**config.mk**
```make
export PLATFORM = sky130hd
export DESIGN_NAME = admd_diff
export DESIGN_NICKNAME = d
export VERILOG_FILES = /design/src/sv/admd_pkg.sv /design/src/sv/admd_diff.sv
export SDC_FILE = /design/constraint.sdc
export NUM_CORES = 1
export LEC_CHECK = 0
export ABC_CLOCK_PERIOD_IN_PS = 13600
export BUFFER_PORTS_ARGS = -buffer_cell sky130_fd_sc_hd__buf_2
export CAP_MARGIN = 10
export CELL_PAD_IN_SITES_DETAIL_PLACEMENT = 1
export CELL_PAD_IN_SITES_GLOBAL_PLACEMENT = 1
export CORE_MARGIN = 2
export CORE_UTILIZATION = 47
export DETAILED_ROUTE_END_ITERATION = 6
export PLACE_DENSITY_LB_ADDON = 0.1
export SLEW_MARGIN = 20
export SYNTH_ARGS = -nofsm -noshare
export SYNTH_HDL_FRONTEND = slang
export SYNTH_SLANG_ARGS = --single-unit
```
**constraint.sdc**
```tcl
create_clock -name clk -period 13.6 [get_ports clk]
set_input_delay 1.36 -clock clk [delete_from_list [all_inputs] [get_ports clk]]
set_output_delay 1.36 -clock clk [all_outputs]
set_load 0.02 [all_outputs]
```
**src/sv/admd_pkg.sv**
```systemverilog
// Shared types and constants for the adaptive differential motor drive.
// No dependencies; every other file imports this package.
`timescale 1ns / 1ps
`default_nettype none

package admd_pkg;

  // Field widths
  localparam int TGT_W   = 13;  // speed targets and measurements, signed
  localparam int SUM_W   = 14;  // sums and differences of two speeds
  localparam int MS_W    = 16;
  localparam int GAIN_W  = 16;
  localparam int SCALE_W = 31;  // Q7.24 scale factors, unsigned
  localparam int RPS_W   = 16;
  localparam int RAW_W   = 15;
  localparam int DRV_W   = 16;
  localparam int IDX_W   = 3;

  // Lane datapath widths
  localparam int PROD_W  = 64;
  localparam int SPEED_W = 30;  // speed, Q.7
  localparam int WSPD_W  = 37;  // wheel-scaled speed, Q.7
  localparam int ULO_W   = 18;  // low slice of the wheel-scaled speed
  localparam int PLO_W   = 34;
  localparam int RAWS_W  = 36;

  localparam logic [SCALE_W-1:0] SCALE_ONE      = 31'd16777216;
  localparam logic [13:0]        DIFF_THRESHOLD = 14'd5;

  // Rounding offsets for the three shifts of the drive path
  localparam logic signed [47:0] HALF_SPEED = 48'sd65536;
  localparam logic signed [63:0] HALF_WHEEL = 64'sd8388608;
  localparam logic signed [55:0] HALF_RAW   = 56'sd524288;

  // Register indexes of the configuration port
  localparam logic [IDX_W-1:0] REG_SCALE_GAIN    = 3'd0;
  localparam logic [IDX_W-1:0] REG_DIFF_GAIN     = 3'd1;
  localparam logic [IDX_W-1:0] REG_SCALE_MIN     = 3'd2;
  localparam logic [IDX_W-1:0] REG_SCALE_MAX     = 3'd3;
  localparam logic [IDX_W-1:0] REG_DIFF_MIN      = 3'd4;
  localparam logic [IDX_W-1:0] REG_DIFF_MAX      = 3'd5;
  localparam logic [IDX_W-1:0] REG_RAW_PER_SPEED = 3'd6;
  localparam logic [IDX_W-1:0] REG_MAX_RAW       = 3'd7;

  // Register reset values
  localparam logic [GAIN_W-1:0]  RST_SCALE_GAIN    = 16'd64;
  localparam logic [GAIN_W-1:0]  RST_DIFF_GAIN     = 16'd4096;
  localparam logic [SCALE_W-1:0] RST_SCALE_MIN     = 31'd8388608;
  localparam logic [SCALE_W-1:0] RST_SCALE_MAX     = 31'd33554432;
  localparam logic [SCALE_W-1:0] RST_DIFF_MIN      = 31'd16777216;
  localparam logic [SCALE_W-1:0] RST_DIFF_MAX      = 31'd67108864;
  localparam logic [RPS_W-1:0]   RST_RAW_PER_SPEED = 16'd4096;
  localparam logic [RAW_W-1:0]   RST_MAX_RAW       = 15'd400;

  // Sequencer steps, one per cycle of a tick; ST_OUT holds while the result is stalled
  typedef enum logic [3:0] {
    ST_IDLE,
    ST_ERR,     // gain * speed error
    ST_DELTA,   // * elapsed time; differential scale update
    ST_SCALE,   // wheel scale update; differential term product
    ST_SPEED,   // round to speed, Q.7
    ST_WHEEL,   // speed * wheel scale
    ST_ROUND,   // round to wheel-scaled speed
    ST_RLO,     // low partial product with raw_per_speed
    ST_RHI,     // high partial product with raw_per_speed
    ST_CLAMP,   // round to raw units and clamp
    ST_OUT      // merge lanes, load result register
  } admd_state_t;

  typedef struct packed {
    admd_state_t step;
    logic        learn;
  } admd_ctl_t;

endpackage

`default_nettype wire

```
**src/sv/admd_diff.sv**
```systemverilog
// Differential scale learning unit: holds the differential scale factor.
// Depends on admd_pkg.
`timescale 1ns / 1ps
`default_nettype none

module admd_diff (
  input  wire                                   clk,
  input  wire                                   rst,
  input  wire admd_pkg::admd_ctl_t              ctl,
  input  wire logic signed [admd_pkg::TGT_W-1:0] prev_left,
  input  wire logic signed [admd_pkg::TGT_W-1:0] prev_right,
  input  wire logic signed [admd_pkg::TGT_W-1:0] left_meas,
  input  wire logic signed [admd_pkg::TGT_W-1:0] right_meas,
  input  wire logic [admd_pkg::GAIN_W-1:0]       diff_gain,
  input  wire logic [admd_pkg::SCALE_W-1:0]      diff_min,
  input  wire logic [admd_pkg::SCALE_W-1:0]      diff_max,
  output logic [admd_pkg::SCALE_W-1:0]           diff_scale
);
  import admd_pkg::*;

  logic signed [SUM_W-1:0] dt, adt, dm;
  logic signed [15:0]      term;
  logic signed [32:0]      pd;
  logic signed [33:0]      sum_v;
  logic                    big;

  always_comb begin
    dt    = SUM_W'(prev_right) - SUM_W'(prev_left);
    adt   = (dt < 0) ? -dt : dt;
    dm    = SUM_W'(right_meas) - SUM_W'(left_meas);
    term  = (dt > 0) ? (16'(adt) - 16'(dm)) : (16'(adt) + 16'(dm));
    big   = (adt >= $signed(DIFF_THRESHOLD));
    sum_v = 34'($signed({1'b0, diff_scale})) + 34'(pd);
  end

  always_ff @(posedge clk) begin
    if (ctl.step == ST_ERR) begin
      pd <= 33'($signed({1'b0, diff_gain}) * term);
    end
  end

  // Upper limit first, then lower; min wins only at or below max
  always_ff @(posedge clk) begin
    if (rst) begin
      diff_scale <= SCALE_ONE;
    end else if (ctl.step == ST_DELTA && ctl.learn && big) begin
      if (sum_v > $signed({3'b0, diff_max})) begin
        diff_scale <= diff_max;
      end else if (sum_v < $signed({3'b0, diff_min})) begin
        diff_scale <= diff_min;
      end else begin
        diff_scale <= sum_v[SCALE_W-1:0];
      end
    end
  end

endmodule

`default_nettype wire

```
==> results of run 1 <==
==> routing by layer <==
| metal | vias to the layer above | global-route usage, % |
|---|---|---|
| met1 | 7530 | 37.1 |
| met4 | 0 | 4.91 |
| li1 | 7180 | - |
| met3 | 33 | 2.36 |
| met5 | - | 0 |
| met2 | 294 | 48.3 |
==> Yosys cell counts (31+ instances only) <==
cell type,n,area share [%]
ha_1,256,18
dfxtp_1,31,3.6
nor2_1,123,2.7
fa_1,198,23
and2_1,121,4.4
edfxtp_1,33,5.7
xnor2_1,77,3.9
a21o_1,35,1.5
xor2_1,34,1.7
o21ai_0,63,1.8
clkbuf_1,38,0.82
a21oi_1,113,3.3
inv_1,361,7.8
nand2_1,219,4.7
==> flip-flops by register name (all words and copies together), names as in the netlist <==
name,flops
pd,33
diff_scale,31
==> through the flow <==
step	hold WS, ns	cell area, sq um	setup WS, ns	std cells	util, %
floorplan	0.545	17300	1.81	2075	-
global placement	0.464	18600	0.773	2671	51.1
detailed placement	0.470	18600	0.185	2671	51.1
CTS	0.482	18900	0.523	2687	51.9
global route	0.515	19000	0.113	2690	52.0
finish	0.483	19000	0.904	2690	52.0
==> layout make-up <==
class / instances / area, sq um
clock buffers: 10 / 229
well taps: 468 / 586
flip-flops and latches: 64 / 1610
fillers: 4514 / 17500
repair buffers: 188 / 993
clock inverters: 6 / 83.8
multi-input cells: 1593 / 14100
inverters: 361 / 1360
==> kinds of logic after synthesis <==
| group | Yosys count | synth area share, % |
|---|---|---|
| XOR/XNOR | 113 | 5.80 |
| adder cells (fa/ha/maj) | 454 | 41.4 |
| buffers and inverters | 418 | 9.64 |
| AND/OR/NAND/NOR | 629 | 18.1 |
| flip-flops | 64 | 9.31 |
| multiplexers | 7 | 0.419 |
| AO/OA/AOI/OAI | 390 | 15.3 |
==> layout by cell type, fill, tap and decap left out, types with 13 or more instances in the layout <==
cell and instances:
inv_1 361, ha_1 256, nand2_1 219, fa_1 198, buf_2 167, nor2_1 123
and2_1 121, a21oi_1 113, xnor2_1 71, o21ai_0 63, a21o_1 35, xor2_1 33
edfxtp_1 33, dfxtp_1 31, o22ai_1 29, or3_1 28, buf_4 21, nand2b_1 20
nor3_1 20, nand3_1 19, o21a_1 16, a211oi_1 15, nor2b_1 14, o211ai_1 13
a31oi_1 13
==> final timing paths <==
kind                            endpoint  slack (ns)  cells after the start
max                     pd[32]$_DFFE_PN_        0.90                     45
max reg2reg  diff_scale[22]$_SDFFE_PP0P_        6.64                     20
min reg2reg  diff_scale[11]$_SDFFE_PP0P_        0.48                      2
min          diff_scale[11]$_SDFFE_PP0P_        0.48                      2
==> worst max-delay path, delay by kind of cell <==
kind                       cells  cell delay (ns)
buffers and inverters          6             0.36
AOI/OAI and AO/OA             21             5.25
xor gates and xnor gates       2             0.40
adders and majority gates     10             4.38
and+or+nand+nor                6             1.02
==> timing repair <==
action                                  CTS  global route
hold buffers                              0             0
resized for setup                         0             1
setup buffers                             0             3
endpoints found under the setup margin    0             2
==> reports/results.ini, run 1 <==
[outcome]
status = finished, final reports clean

[final_layout]
n_antenna_cell = 0
area_growth_pct = 9.49
drive_above_1_share_pct = 11.3
nNetsFinal = 2808

[floorplan]
fp.dieW_microns = 196
initial_utilization_pct = 47.5
io_pins = 168
die_h_microns = 196
num_rows = 70
dieArea_sq_um = 38400
core_area_sq_um = 36400

[sta]
rsz0062_at_grt = false
period_share_pct = 93.4
tns_ns = 0
worst_pin_slew_ns = 1.13
hold_viol_final = 0
post-route-min-period_ns = 12.70
relSlewSlack_pct = 24.7
fmax_mhz = 78.8
slew_viol_final = 0
finalClockSkew_ns = 0.00408
setup_viol = 0

[setup_path]
slowest_stage = fa_1
critPathLaunch = prev_right[0]
r2r-start = pd[0]$_DFFE_PN_
required_ns = 13.70
crit_fanout = 16
path_common_cell = fa_1
worstSetupPathType = in2reg
arrival_ns = 12.79
end_kind = flip-flop
startpoint_type = primary input
critPathMaxStageDelay_ns = 0.55

[route]
drtAntennaViolNets = 0
first_pass_iters = 4
avgViaCountPerCell = 5.59
drc = 0
wl_met3_microns = 2130
vias = 15000
wl_microns = 51400
wl_per_cell_microns = 19.1
highest_layer = met4
m1WireLength_microns = 23700
wl_met2_microns = 25000
drt_iter0_drc = 616

[clock_network]
path_clk_slew_ns = 0.06
clk_root_buffer_cell = clkbuf_16
worstSkewPairLatency_ns = 0.35
cts_tree = built
clk_path_buf_depth = 2
cts_made_buffers = 9
cts_sinks = 64
htree_levels = 3

[global_route]
antenna_found_initial = 0
grt_pass1_wl_microns = 84500
grt_max_degree = 63
grt_use_total_pct = 27.4
grt_pass1_vias = 16300
grt-ovfl-total = 0

[synthesis]
postSynthAreaPerCell_sq_um = 8.34
seq_area_frac_synth_pct = 9.31
syn_inst = 2075
synth_edf_count = 33
syn_nets = 2666
async_flop_share_pct = 0
synth_warnings = 0
syn_area_sq_um = 17300
synth-main-ff-cell = edfxtp_1
synth_seq_cells = 64
synth_cell_types = 96

[job]
drv_cap = 0

[placement]
port_buffers = 167
place_congestion = 0.869
place_hpwl_microns = 42700

[worst_hold_path]
worstHoldPathType = reg2reg
holdCritStartpoint = diff_scale[11]$_SDFFE_PP0P_

Power of run 1 is left out: the tool's default activity adds up to more than one toggle a clock period on the data nets, which glitch-free logic cannot reach.
==> inputs of run 2 (changes only) <==
--- a/config.mk
+++ b/config.mk
@@ -14,4 +14,5 @@
 export CORE_UTILIZATION = 47
 export DETAILED_ROUTE_END_ITERATION = 6
+export GPL_ROUTABILITY_DRIVEN = 0
 export PLACE_DENSITY_LB_ADDON = 0.1
 export SLEW_MARGIN = 20
==> constraint.sdc (replaced) <==
create_clock -name clk -period 13.6 [get_ports clk]
set_input_delay 2.04 -clock clk [delete_from_list [all_inputs] [get_ports clk]]
set_output_delay 2.04 -clock clk [all_outputs]
set_load 0.02 [all_outputs]
==> run 2 against run 1 <==
Against the previous run: worst setup slack lost 0.27 ns; final cell count grew 0.26%; critical path depth grew 2; critical endpoint is now pd[31]$_DFFE_PN_; highest routed layer unchanged.
==> reports/results.ini, run 2 (synthesized netlist as in run 1, its figures left out) <==
[setup_path]
slowest_stage = fa_1  ; unchanged
path_common_cell = fa_1  ; unchanged
arrival_ns = 13.05  ; was 12.79 ns
worstSetupPathType = in2reg  ; unchanged
critPathMaxStageDelay_ns = 0.55  ; about the same
required_ns = 13.69  ; was 13.70 ns
end_kind = flip-flop  ; unchanged
startpoint_type = primary input  ; unchanged
worstRegToRegCells = 20  ; unchanged
crit_fanout = 8  ; was 16

[placement]
port_buffers = 167  ; unchanged
dpl_cell_area_sq_um = 18600  ; about the same
place_hpwl_microns = 43600  ; was 42,700 microns

[sta]
fmax_mhz = 77.1  ; was 78.8 MHz
period_share_pct = 95.3  ; was 93.4%
worst_pin_slew_ns = 1.13  ; about the same
whs_ns = 0.481  ; was 0.483 ns
finalClockSkew_ns = 0.00957  ; was 0.00408 ns
setup_viol = 0  ; unchanged
post-route-min-period_ns = 12.96  ; was 12.70 ns
slew_viol_final = 0  ; unchanged
relSlewSlack_pct = 24.7  ; about the same
hold_viol_final = 0  ; unchanged

[floorplan]
num_rows = 70  ; unchanged
fp.dieW_microns = 196  ; unchanged
io_pins = 168  ; unchanged
core_area_sq_um = 36400  ; unchanged
initial_utilization_pct = 47.5  ; unchanged
dieArea_sq_um = 38400  ; unchanged
die_h_microns = 196  ; unchanged

[clock_network]
cts_made_buffers = 9  ; unchanged
clk_path_buf_depth = 2  ; unchanged
cts_tree = built  ; unchanged
htree_levels = 3  ; unchanged
clk_root_buffer_cell = clkbuf_16  ; unchanged
path_clk_slew_ns = 0.05  ; was 0.06 ns
worstSkewPairLatency_ns = 0.34  ; was 0.35 ns
cts_hold_buffers = 0  ; unchanged
cts_sinks = 64  ; unchanged

[route]
wl_microns = 52900  ; was 51,400 microns
vias = 15200  ; was 15,000
wl_per_cell_microns = 19.6  ; was 19.1 microns
drt_iter0_drc = 710  ; was 616
first_pass_iters = 5  ; was 4
avgViaCountPerCell = 5.64  ; was 5.59
drtAntennaViolNets = 0  ; unchanged
drc = 0  ; unchanged

[global_route]
antenna_found_initial = 1  ; was 0
grt-ovfl-total = 0  ; unchanged
grt_use_total_pct = 27.9  ; was 27.4%
grt_pass1_wl_microns = 85600  ; was 84,500 microns
grt_pass1_vias = 16600  ; was 16,300
grt_max_degree = 63  ; unchanged

[worst_hold_path]
worstHoldPathType = reg2reg  ; unchanged
hold_depth = 2  ; unchanged

[final_layout]
largest_register_ff_count = 33  ; unchanged
n_antenna_cell = 0  ; unchanged
reg_top3 = pd x33, diff_scale x31  ; unchanged
drive_above_1_share_pct = 11.8  ; was 11.3%
final_area_sq_um = 19100  ; was 19,000 sq um
regMostFlops = pd  ; unchanged
area_growth_pct = 10.2  ; was 9.49%
nNetsFinal = 2816  ; was 2,808
final_common_cell = inv_1  ; unchanged
mostFrequentLayoutCells = inv_1 (361), ha_1 (256), nand2_1 (218), fa_1 (198), buf_2 (167)  ; was inv_1 (361), ha_1 (256), nand2_1 (219), fa_1 (198), buf_2 (167)

[outcome]
status = finished, final reports clean  ; unchanged

[job]
drv_cap = 0  ; unchanged

[run 2: layer usage]
metal  wire length (microns)  track usage, %
met1                   23700            37.0
met2                   25800            49.5
met3                    2290            2.29
met4                    1080            6.71
met5                       0               0
[run 2: metrics by stage]
step | utilization, % | worst slack (ns) | cells | setup TNS (ns)
finish | 52.4 | 0.635 | 2697 | 0
global route | 52.4 | -0.0817 | 2697 | -0.132
CTS | 52.0 | 0.197 | 2691 | 0
detailed placement | 51.2 | -0.444 | 2676 | -1.28
global placement | 51.1 | 0.0503 | 2676 | 0
floorplan | - | 1.13 | 2075 | 0
[run 2: repair_timing]
item,4_1_cts,5_1_grt
endpoints found under the setup margin,2,9
gates resized for setup,1,13
buffers inserted,0,5
pin swaps,0,2
gates cloned,0,1
[run 2: cell type report]
class / count / area, sq um
Timing Repair Buffer: 195 / 1050
Clock inverter: 6 / 75.1
Sequential cell: 64 / 1610
Clock buffer: 9 / 225
Inverter: 361 / 1360
Fill cell: 4520 / 17400
Multi-Input combinational cell: 1594 / 14200
Tap cell: 468 / 586
[run 2: path summary, 6_finish.rpt]
kind | to | start | slack (ns)
max | pd[31]$_DFFE_PN_ | prev_right[0] | 0.64
max reg2reg | diff_scale[25]$_SDFFE_PP0P_ | pd[0]$_DFFE_PN_ | 6.68
min | diff_scale[10]$_SDFFE_PP0P_ | diff_scale[10]$_SDFFE_PP0P_ | 0.48
min reg2reg | diff_scale[10]$_SDFFE_PP0P_ | diff_scale[10]$_SDFFE_PP0P_ | 0.48
[run 2: worst max-delay path: cells and delay by family]
family	cells	cell delay, ns
AO/OA/AOI/OAI	17	3.67
adder cells (fa/ha/maj)	10	4.45
AND/OR/NAND/NOR	10	1.70
XOR/XNOR	4	0.70
buffers and inverters	6	0.48
Power of run 2 is left out for the same reason.
==> inputs of run 3 (changes only) <==
- BUFFER_PORTS_ARGS: -buffer_cell sky130_fd_sc_hd__buf_2 -> -buffer_cell sky130_fd_sc_hd__clkbuf_2
- CORE_MARGIN: 2 -> 1
==> run 3 against run 2 <==
Against the previous run: worst setup slack worse by 0.044 ns; hold slack improved by 0.015 ns; register-to-register slack gained 0.14 ns; non-clock buffer count down 2; clock skew up 0.0018 ns; global-route usage up 0.26 points; sequential share of layout area about the same; die area decreased by 2.0%; via count down 0.81%; utilization rose by 0.60 points; final cell count shrank 0.33%; fmax decreased by 0.34%; critical path type unchanged; highest routed layer unchanged.
==> reports/results.ini, run 3 (synthesized netlist as in run 1, its figures left out) <==
[global_route]
grt_pass1_vias = 16400  ; was 16,600
grt_pass1_wl_microns = 85300  ; was 85,600 microns
grt-ovfl-total = 0  ; unchanged
antenna_found_initial = 0  ; was 1
grt_use_total_pct = 28.1  ; was 27.9%
grt_max_degree = 63  ; unchanged

[setup_path]
worstRegToRegCells = 20  ; unchanged
path_common_cell = fa_1  ; unchanged
reg2reg_to = diff_scale[22]$_SDFFE_PP0P_  ; was diff_scale[25]$_SDFFE_PP0P_
r2r_slack_ns = 6.82  ; was 6.68 ns
slowest_stage = fa_1  ; unchanged
startpoint_type = primary input  ; unchanged
r2r-start = diff_scale[0]$_SDFFE_PP0P_  ; was pd[0]$_DFFE_PN_
crit_fanout = 7  ; was 8
critPathMaxStageDelay_ns = 0.55  ; about the same
critPathLaunch = prev_right[0]  ; unchanged
arrival_ns = 13.10  ; was 13.05 ns
end_kind = flip-flop  ; unchanged
required_ns = 13.69  ; about the same
endpoint = pd[31]$_DFFE_PN_  ; unchanged
worstSetupPathType = in2reg  ; unchanged

[final_layout]
nNetsFinal = 2813  ; was 2,816
mostFrequentLayoutCells = inv_1 (361), ha_1 (256), nand2_1 (219), fa_1 (198), clkbuf_2 (167)  ; was inv_1 (361), ha_1 (256), nand2_1 (218), fa_1 (198), buf_2 (167)
final_common_cell = inv_1  ; unchanged
n_antenna_cell = 0  ; unchanged
regMostFlops = pd  ; unchanged
drive_above_1_share_pct = 11.4  ; was 11.8%
nFillCells = 4433  ; was 4,520
reg_top3 = pd x33, diff_scale x31  ; unchanged
area_growth_pct = 9.86  ; was 10.2%
largest_register_ff_count = 33  ; unchanged

[floorplan]
dieArea_sq_um = 37600  ; was 38,400 sq um
die_h_microns = 194  ; was 196 microns
initial_utilization_pct = 48.2  ; was 47.5%
core_area_sq_um = 35900  ; was 36,400 sq um
io_pins = 168  ; unchanged
num_rows = 69  ; was 70
fp.dieW_microns = 194  ; was 196 microns

[worst_hold_path]
hold_depth = 2  ; unchanged
holdCritStartpoint = diff_scale[10]$_SDFFE_PP0P_  ; unchanged
worstHoldPathType = reg2reg  ; unchanged

[clock_network]
path_clk_slew_ns = 0.06  ; was 0.05 ns
clk_path_buf_depth = 2  ; unchanged
worstSkewPairLatency_ns = 0.35  ; was 0.34 ns
cts_tree = built  ; unchanged
cts_made_buffers = 9  ; unchanged
cts_sinks = 64  ; unchanged
htree_levels = 3  ; unchanged
cts_hold_buffers = 0  ; unchanged
clk_root_buffer_cell = clkbuf_16  ; unchanged

[sta]
relSlewSlack_pct = 24.1  ; was 24.7%
worst_pin_slew_ns = 1.14  ; was 1.13 ns
fmax_mhz = 76.9  ; was 77.1 MHz
post-route-min-period_ns = 13.01  ; was 12.96 ns
period_share_pct = 95.6  ; was 95.3%
setup_viol = 0  ; unchanged
fin_ws_ns = 0.592  ; was 0.635 ns
hold_viol_final = 0  ; unchanged
finalClockSkew_ns = 0.0114  ; was 0.00957 ns
slew_viol_final = 0  ; unchanged

[placement]
place_hpwl_microns = 42800  ; was 43,600 microns
port_buffers = 167  ; unchanged
dp_slack_ns = 0.168  ; was -0.444 ns

[route]
drtAntennaViolNets = 0  ; unchanged
drt_iter0_drc = 613  ; was 710
wl_microns = 51500  ; was 52,900 microns
drc = 0  ; unchanged
avgViaCountPerCell = 5.61  ; was 5.64
wl_per_cell_microns = 19.2  ; was 19.6 microns
vias = 15100  ; was 15,200
first_pass_iters = 5  ; unchanged

[job]
drv_cap = 0  ; unchanged

[outcome]
status = finished, final reports clean  ; unchanged

run 3: cell types whose count changed in the layout (fill, tap and decap cells not counted), moves of 2 or more:
cell,before,now
a211oi_1,13,15
a211oi_2,2,0
buf_2,167,0
buf_4,28,26
bufinv_16,2,4
clkbuf_2,0,167
clkinv_1,4,1
xnor2_1,71,75
xnor2_2,7,4
xnor2_4,2,0
run 3: how the worst min path moves through the flow:
stage | to | slack, ns
floorplan | diff_scale[0]$_SDFFE_PP0P_ | 0.54
global placement | diff_scale[11]$_SDFFE_PP0P_ | 0.47
detailed placement | diff_scale[11]$_SDFFE_PP0P_ | 0.49
CTS | diff_scale[11]$_SDFFE_PP0P_ | 0.50
global route | diff_scale[11]$_SDFFE_PP0P_ | 0.53
finish | diff_scale[10]$_SDFFE_PP0P_ | 0.50
run 3: critical path: cells and delay by family:
| family | cells | cell delay, ns |
|---|---|---|
| xor gates and xnor gates | 2 | 0.35 |
| adders and majority gates | 10 | 4.38 |
| and+or+nand+nor | 5 | 1.03 |
| buffers and inverters | 6 | 0.34 |
| AOI/OAI and AO/OA | 23 | 4.96 |
run 3: area by class of cell:
cell class	instances	area, sq um	share of cell area (%)
clock buffers	10	229	1.20
clock inverters	6	131	0.691
inverters	361	1360	7.12
multi-input cells	1593	14100	74.1
flip-flops and latches	64	1610	8.47
well taps	461	577	3.03
repair buffers	193	1030	5.42
run 3: per-layer routing:
metal	share of wire, %	up-vias	routed length, microns	global-route usage (%)
met1	47	7525	24000	37.9
met2	48	321	24700	49.0
met3	4.0	52	2070	2.77
met5	0	-	0	0
met4	1.4	0	728	5.88
li1	-	7191	-	-
run 3: stage by stage:
| stage | hold WS, ns | std cells | utilization [%] | setup TNS (ns) | instance area [sq um] |
|---|---|---|---|---|---|
| finish | 0.496 | 2688 | 53.0 | 0 | 19000 |
| global placement | 0.471 | 2668 | 51.8 | 0 | 18600 |
| floorplan | 0.545 | 2075 | - | 0 | 17300 |
| global route | 0.526 | 2688 | 53.0 | -0.00412 | 19000 |
| CTS | 0.497 | 2684 | 52.8 | 0 | 19000 |
| detailed placement | 0.485 | 2668 | 51.8 | 0 | 18600 |
run 3: repair_timing:
action | in CTS | in global routing
endpoints found under the setup margin | 0 | 3
buffers inserted | 0 | 4
hold endpoints to repair | 0 | 0
gates resized for setup | 0 | 4
Power of run 3 is left out for the same reason.
